### config.mk
export PLATFORM = sky130hd
export DESIGN_NAME = animation_token_frame_mapper
export DESIGN_NICKNAME = d
export VERILOG_FILES = /design/src/rtl/atfm_pkg.sv /design/src/rtl/atfm_frame_map.sv /design/src/rtl/animation_token_frame_mapper.sv
export VERILOG_INCLUDE_DIRS = /design/src /design/src/rtl
export SDC_FILE = /design/constraint.sdc
export NUM_CORES = 2
export LEC_CHECK = 0
export BUFFER_PORTS_ARGS = -buffer_cell sky130_fd_sc_hd__buf_2
export CAP_MARGIN = 20
export CORE_ASPECT_RATIO = 1.25
export CORE_MARGIN = 1
export CORE_UTILIZATION = 54
export DETAILED_ROUTE_END_ITERATION = 16
export GPL_TIMING_DRIVEN = 0
export PLACE_DENSITY = 0.75
export SYNTH_ARGS = -nofsm -noshare
export SYNTH_HDL_FRONTEND = slang
export SYNTH_SLANG_ARGS = --single-unit
### constraint.sdc
create_clock -name clk -period 26.6 [get_ports clk]
set_clock_uncertainty 0.15 [all_clocks]
set_input_delay 7.98 -clock clk [delete_from_list [all_inputs] [get_ports clk]]
set_output_delay 7.98 -clock clk [all_outputs]
set_load 0.01 [all_outputs]
### src/rtl/animation_token_frame_mapper_macros.svh
// Assertion macros shared by the RTL of the animation token frame mapper.
// Each macro expects clk and rst_n in scope.
`ifndef ANIMATION_TOKEN_FRAME_MAPPER_MACROS_SVH
`define ANIMATION_TOKEN_FRAME_MAPPER_MACROS_SVH

// Consequence must hold in the same cycle as the antecedent.
`define ATFM_ASSERT_SAME(label, ante, cons) \
    label: assert property (@(posedge clk) disable iff (!rst_n) (ante) |-> (cons)) \
        else $error("atfm: same-cycle check failed");

// Consequence must hold in the cycle after the antecedent.
`define ATFM_ASSERT_NEXT(label, ante, cons) \
    label: assert property (@(posedge clk) disable iff (!rst_n) (ante) |=> (cons)) \
        else $error("atfm: next-cycle check failed");

`endif

### src/rtl/atfm_pkg.sv
`timescale 1ns / 1ps
`default_nettype none

package atfm_pkg;

    // Longest sequence before a token forces the end.
    localparam int MaxSequence = 64;

    // ticks * 1000 / 60 == (ticks * 1092300) >> 16 for every 8-bit ticks value
    localparam int MsScale   = 1092300;
    localparam int MsShift   = 16;
    localparam int MsProdW   = 29;

    typedef struct packed {
        logic       en;         // write frame number and set seen bit
        logic       clear_all;  // drop every seen bit
        logic [7:0] addr;
        logic [5:0] frame;
    } map_wr_t;

endpackage

`default_nettype wire

### src/rtl/atfm_frame_map.sv
`timescale 1ns / 1ps
`default_nettype none

module atfm_frame_map
    import atfm_pkg::*;
(
    input  wire logic       clk,
    input  wire logic       rst_n,
    input  wire logic       rd_en,
    input  wire logic [7:0] rd_addr,
    input  wire logic [7:0] lookup_addr,
    input  wire map_wr_t    wr,
    output logic            seen,
    output logic [5:0]      frame
);

    logic [5:0]   frame_mem [256];
    logic [5:0]   rd_data_reg;
    logic [5:0]   bypass_reg;
    logic         bypass_hit_reg;
    logic [255:0] seen_reg;
    logic [255:0] seen_next;

    always_ff @(posedge clk)
    begin
        if (wr.en)
        begin
            frame_mem[wr.addr] <= wr.frame;
        end
        if (rd_en)
        begin
            rd_data_reg <= frame_mem[rd_addr];
            bypass_reg  <= wr.frame;
        end
    end

    // Catch a write to the same entry in the cycle of the read.
    always_ff @(posedge clk or negedge rst_n)
    begin
        if (!rst_n)
        begin
            bypass_hit_reg <= 1'b0;
        end
        else if (rd_en)
        begin
            bypass_hit_reg <= wr.en && (wr.addr == rd_addr);
        end
    end

    // Drop every seen bit on a start, then mark the entry being written.
    always_comb
    begin
        seen_next = wr.clear_all ? '0 : seen_reg;
        if (wr.en)
        begin
            seen_next[wr.addr] = 1'b1;
        end
    end

    always_ff @(posedge clk or negedge rst_n)
    begin
        if (!rst_n)
        begin
            seen_reg <= '0;
        end
        else
        begin
            seen_reg <= seen_next;
        end
    end

    assign seen  = seen_reg[lookup_addr];
    assign frame = bypass_hit_reg ? bypass_reg : rd_data_reg;

endmodule

`default_nettype wire

### src/rtl/animation_token_frame_mapper.sv
`timescale 1ns / 1ps
`default_nettype none

// Maps animation tokens to frame numbers at one token per clock while the
// output is not stalled. The map entry is read when the token is taken into
// stage 1, and stage 1 then decides the frame, updates the map and counters
// and loads the result register. Throughput is one token per cycle when the
// output does not stall, set by the single read-modify-write of the 256-entry
// frame map; a write to the entry being read in the same cycle is forwarded.
// With start_sequence set, the token opens a fresh sequence. A zero duration
// or a token past the sequence limit ends the sequence; every later result is
// a done result carrying the frame count and sequence length until the next
// start.
module animation_token_frame_mapper
    import atfm_pkg::*;
(
    input  wire logic        clk,
    input  wire logic        rst_n,
    input  wire logic        in_valid,
    output logic             in_stall,
    input  wire logic [15:0] token,
    input  wire logic        start_sequence,
    output logic             out_valid,
    input  wire logic        out_stall,
    output logic [5:0]       frame_number,
    output logic             new_frame,
    output logic [2:0]       bitmap_select,
    output logic [2:0]       palette_select,
    output logic             flip_horizontal,
    output logic             flip_vertical,
    output logic [7:0]       duration_ticks,
    output logic [12:0]      duration_ms,
    output logic             sequence_done,
    output logic [6:0]       frame_count,
    output logic [6:0]       sequence_length
);

`include "animation_token_frame_mapper_macros.svh"

    logic        in_accept;
    logic        s1_advance;
    logic        s1_valid_reg;
    logic [15:0] s1_token_reg;
    logic        s1_start_reg;

    logic [6:0]  next_frame_reg;
    logic [6:0]  position_reg;
    logic        ended_reg;
    logic [6:0]  next_frame_next;
    logic [6:0]  position_next;
    logic        ended_next;

    logic        map_seen;
    logic [5:0]  map_frame;
    map_wr_t     map_wr;

    logic        out_valid_reg;
    logic [5:0]  frame_number_reg;
    logic        new_frame_reg;
    logic [15:0] token_out_reg;
    logic [12:0] duration_ms_reg;
    logic        sequence_done_reg;
    logic [6:0]  frame_count_reg;
    logic [6:0]  sequence_length_reg;

    logic [5:0]  frame_number_next;
    logic        new_frame_next;
    logic [15:0] token_out_next;
    logic [12:0] duration_ms_next;

    logic [MsProdW-1:0] ms_product;

    logic [7:0]  s1_high;
    logic [7:0]  s1_ticks;
    logic        seen_eff;
    logic        ended_eff;
    logic [6:0]  position_eff;
    logic [6:0]  next_frame_eff;
    logic        done;
    logic        fresh;

    assign s1_advance = s1_valid_reg && (!out_valid_reg || !out_stall);
    assign in_stall   = s1_valid_reg && !s1_advance;
    assign in_accept  = in_valid && !in_stall;

    atfm_frame_map u_map (
        .clk         (clk),
        .rst_n       (rst_n),
        .rd_en       (in_accept),
        .rd_addr     (token[15:8]),
        .lookup_addr (s1_high),
        .wr          (map_wr),
        .seen        (map_seen),
        .frame       (map_frame)
    );

    assign s1_high    = s1_token_reg[15:8];
    assign s1_ticks   = s1_token_reg[7:0];
    assign ms_product = MsProdW'(s1_ticks) * MsProdW'(MsScale);

    always_comb
    begin
        // A start drops the map and counters ahead of this word.
        seen_eff       = s1_start_reg ? 1'b0 : map_seen;
        ended_eff      = s1_start_reg ? 1'b0 : ended_reg;
        position_eff   = s1_start_reg ? 7'd0 : position_reg;
        next_frame_eff = s1_start_reg ? 7'd0 : next_frame_reg;

        done  = ended_eff || (s1_ticks == 8'd0) || (position_eff >= 7'(MaxSequence));
        fresh = !done && !seen_eff;

        ended_next      = done;
        position_next   = done ? position_eff : position_eff + 7'd1;
        next_frame_next = fresh ? next_frame_eff + 7'd1 : next_frame_eff;

        frame_number_next = '0;
        new_frame_next    = 1'b0;
        token_out_next    = '0;
        duration_ms_next  = '0;
        if (!done)
        begin
            frame_number_next = fresh ? next_frame_eff[5:0] : map_frame;
            new_frame_next    = fresh;
            token_out_next    = s1_token_reg;
            duration_ms_next  = ms_product[MsShift +: 13];
        end

        map_wr.en        = s1_advance && fresh;
        map_wr.clear_all = s1_advance && s1_start_reg;
        map_wr.addr      = s1_high;
        map_wr.frame     = next_frame_eff[5:0];
    end

    always_ff @(posedge clk or negedge rst_n)
    begin
        if (!rst_n)
        begin
            s1_valid_reg   <= 1'b0;
            out_valid_reg  <= 1'b0;
            next_frame_reg <= '0;
            position_reg   <= '0;
            ended_reg      <= 1'b0;
        end
        else
        begin
            if (in_accept)
            begin
                s1_valid_reg <= 1'b1;
            end
            else if (s1_advance)
            begin
                s1_valid_reg <= 1'b0;
            end

            if (s1_advance)
            begin
                out_valid_reg  <= 1'b1;
                next_frame_reg <= next_frame_next;
                position_reg   <= position_next;
                ended_reg      <= ended_next;
            end
            else if (!out_stall)
            begin
                out_valid_reg <= 1'b0;
            end
        end
    end

    always_ff @(posedge clk)
    begin
        if (in_accept)
        begin
            s1_token_reg <= token;
            s1_start_reg <= start_sequence;
        end
        if (s1_advance)
        begin
            frame_number_reg    <= frame_number_next;
            new_frame_reg       <= new_frame_next;
            token_out_reg       <= token_out_next;
            duration_ms_reg     <= duration_ms_next;
            sequence_done_reg   <= done;
            frame_count_reg     <= next_frame_next;
            sequence_length_reg <= position_next;
        end
    end

    assign out_valid       = out_valid_reg;
    assign frame_number    = frame_number_reg;
    assign new_frame       = new_frame_reg;
    assign bitmap_select   = token_out_reg[10:8];
    assign palette_select  = token_out_reg[13:11];
    assign flip_horizontal = token_out_reg[14];
    assign flip_vertical   = token_out_reg[15];
    assign duration_ticks  = token_out_reg[7:0];
    assign duration_ms     = duration_ms_reg;
    assign sequence_done   = sequence_done_reg;
    assign frame_count     = frame_count_reg;
    assign sequence_length = sequence_length_reg;

    `ATFM_ASSERT_SAME(a_done_blank, out_valid && sequence_done,
        frame_number == 6'd0 && !new_frame && duration_ticks == 8'd0)
    `ATFM_ASSERT_SAME(a_new_frame_count, out_valid && new_frame,
        frame_count == 7'(frame_number) + 7'd1)
    `ATFM_ASSERT_SAME(a_frames_le_length, out_valid, frame_count <= sequence_length)
    `ATFM_ASSERT_NEXT(a_hold_stage, s1_valid_reg && !s1_advance,
        s1_valid_reg && $stable(s1_token_reg))

endmodule

`default_nettype wire
==> metrics.txt <==
Worst EP arrival=8.37 ns; status=finished, final reports clean; total detailed-routing wirelength=199 mm; worst slack, placed=approximately 10 ns; cell types occupying the most area after synthesis=sky130_fd_sc_hd__edfxtp_1, sky130_fd_sc_hd__mux4_2, sky130_fd_sc_hd__dfrtp_1; DRT iter0 DRCs=approximately 5.5k; count of unique library cells instantiated by Yosys=60; standby leakage power=between 30 and 40 nW; effective utilization at floorplan=0.543; Worst-path clk slew=0.07 ns; largest net degree at the start of global routing=126; final number of hold-violating endpoints=0; slew at the pin closest to its max-slew limit=1.23 ns; Reg power frac=0.522; Comb pwr share=0.092; grt total ovfl=0; Port Buf Inserts=between 70 and 80; PD cells=74.1 nW/um^2; global-route wire length before repair=286 mm; Setup TNS=0 ns; library cell with the largest summed area after synthesis=sky130_fd_sc_hd__edfxtp_1; number of vias in the routed layout=41.3k; CP Launch Type=input port; CTS root buffer=sky130_fd_sc_hd__clkbuf_16; CTS HTree Levels=4; Critical Path Sink Type=primary output; r2r setup slk=19.75 ns; largest fanout of any net on the critical path=3; total clock buffers created by CTS=169; net switching fraction of the power=0.233; Die Wd=339 um; average cell area after synthesis=18.9 um^2; unrepaired setup endpoints after global routing=no; met3 layer usage reported by global route=0.0523; asr flop ratio synth=0.145; TritonCTS clock tree=yes; path depth of the worst reg2reg path=13; placement-stage cell area=80,500 um^2; smallest hold slack=around 0.33 ns; met1 layer usage reported by global route=0.347; Primary FF master, synth=sky130_fd_sc_hd__edfxtp_1; relative area change from synthesis to final layout=12.6%; FILL cells=9,486; commonest cells in the netlist=sky130_fd_sc_hd__edfxtp_1, sky130_fd_sc_hd__mux4_2, sky130_fd_sc_hd__nand2_1; final design instance area without fill=86,200 um^2; internal power=roughly 0.005 W; fraction of final layout cells sized beyond drive strength 1=0.224; Rel. slew slack=0.181; power consumption=0.00639 W; final weighted congestion of routability-driven global placement=0.918; via count of the first global-routing pass=41.6k; most used standard cell by instance count after synthesis=sky130_fd_sc_hd__edfxtp_1; FF-to-FF End=u_map.frame_mem[212][1]; clock sink count=around 1.9k; cell area after synthesis=around 77,000 um^2; number of buffers on the longest clock path=3; number of flops mapped to enable cells by yosys=1,616; share of the synthesized area in the top cell type=0.634; I/O pins=74; total of flip-flops plus latches after synthesis=1,890; share of the cycle needed by the critical path after routing=0.620; vias per inst=6.47; initial antenna violation count=6; number of rows created at floorplan=about 150; origin of the critical flop-to-flop path=s1_token_reg[9]; critical path capture point=in_stall; final setup slack of the worst path=10.10 ns; remaining routing DRC violations=0; # nets final=4,479; CP Data Required Time=roughly 18 ns; clock power share=0.386; power spent charging and discharging nets=0.00149 W; MaxCap Viol Count=0; final critical delay including setup and external delays=16.50 ns; Largest register FFs=about 1.5k; cts repair resizes=0; Syn Nets=4,165; category of the most critical setup path=in -> out; die outline area=143,000 um^2; GRT busiest layer=met2; endpoints failing setup=0; GRT Util Overall=0.280; portion of the post-synthesis area used by sequential elements=0.723; CTS hold repair buffers=0; met2 GRT Util=0.467; area inside the core boundary=141,000 um^2; warnings from Yosys=0; clock network latency to the later pin of the worst-skew pair=0.82 ns; highest achievable clock rate=0.0606 GHz; number of cells produced by synthesis=around 4.1k; placed wire-length estimate=136 mm; Pre-Repair DR Iteration Count=6; worst IR drop on VDD=72.5 uV; worst hold path type=reg -> reg; final number of max-transition violations=0; y dimension of the die=423 um; Critical path origin=out_stall; Setup Fix Bufs, Post-CTS=0; post-detailed-route wirelength per cell=31.2 um; final antenna-violating net count=0
==> logic make-up (layout without fill, tap and decap cells) <==
family,Yosys count,after routing,synth area share
flip-flops,1890,1890,0.723
AO/OA/AOI/OAI,371,371,0.0289
adder cells (fa/ha/maj),88,88,0.0167
XOR/XNOR,26,26,0.00297
multiplexers,609,609,0.170
AND/OR/NAND/NOR,755,755,0.0407
other,0,2,0
buffers and inverters,317,768,0.0176
==> cells in the final DEF, fill, tap and decap left out, drive strengths merged, types with 16 or more instances in the layout <==
cell type,n
nand2,340
clkbuf,372
a32o,16
nor2,298
edfxtp,1616
o21ai,250
clkinv,59
ha,64
mux4,550
fa,24
inv,74
mux2i,55
and3,21
a22oi,28
buf,245
xnor2,19
nor2b,16
nand3,17
dfrtp,274
==> worst max-delay path: stages <==
cell                      delay, ns
sky130_fd_sc_hd__buf_2         0.11
sky130_fd_sc_hd__nand3_1       0.11
sky130_fd_sc_hd__inv_1         0.04
sky130_fd_sc_hd__buf_2         0.13
==> area by class of cell <==
type                            count  area (um^2)  share of cell area
Tap cell                         1872         2340              0.0272
Clock inverter                     88          928              0.0108
Timing Repair Buffer              143         1710              0.0198
Sequential cell                  1890        55400               0.642
Multi-Input combinational cell   1849        19900               0.230
Inverter                           63          236             0.00274
Buffer                            254         1110              0.0129
Clock buffer                      220         4630              0.0537
Antenna cell                        2         5.00           0.0000581
==> layer usage <==
layer,vias to the layer above,wire length (um)
li1,16700,-
met3,523,17400
met2,2587,100000
met1,21400,68900
met5,-,69
met4,10,12900
==> power groups by stage <==
stage	logic [W]	registers, W	clock network, W
floorplan	0.000316	0.00344	0
global route	0.000623	0.00334	0.00258
CTS	0.000580	0.00334	0.00248
detailed placement	0.000576	0.00340	0
global placement	0.000519	0.00348	0
finish	0.000585	0.00334	0.00247
==> stage by stage <==
step	utilization	instances
after floorplan	-	4056
after global placement	0.563	6001
after detailed placement	0.571	6057
after CTS	0.611	6365
after global routing	0.612	6380
final	0.612	6381
==> worst min path at each step <==
stage / to / cells past startpoint / slack (ns) / start
final: u_map.seen_reg[52] / 2 / 0.33 / u_map.seen_reg[52]
after global routing: u_map.seen_reg[22] / 2 / 0.35 / u_map.seen_reg[22]
after CTS: u_map.seen_reg[22] / 2 / 0.33 / u_map.seen_reg[22]
after detailed placement: position_reg[0] / 2 / 0.32 / position_reg[0]
after global placement: u_map.seen_reg[6] / 2 / 0.31 / u_map.seen_reg[6]
after floorplan: position_reg[0] / 2 / 0.29 / position_reg[0]
No activity file was read; power rests on OpenSTA's default activity.
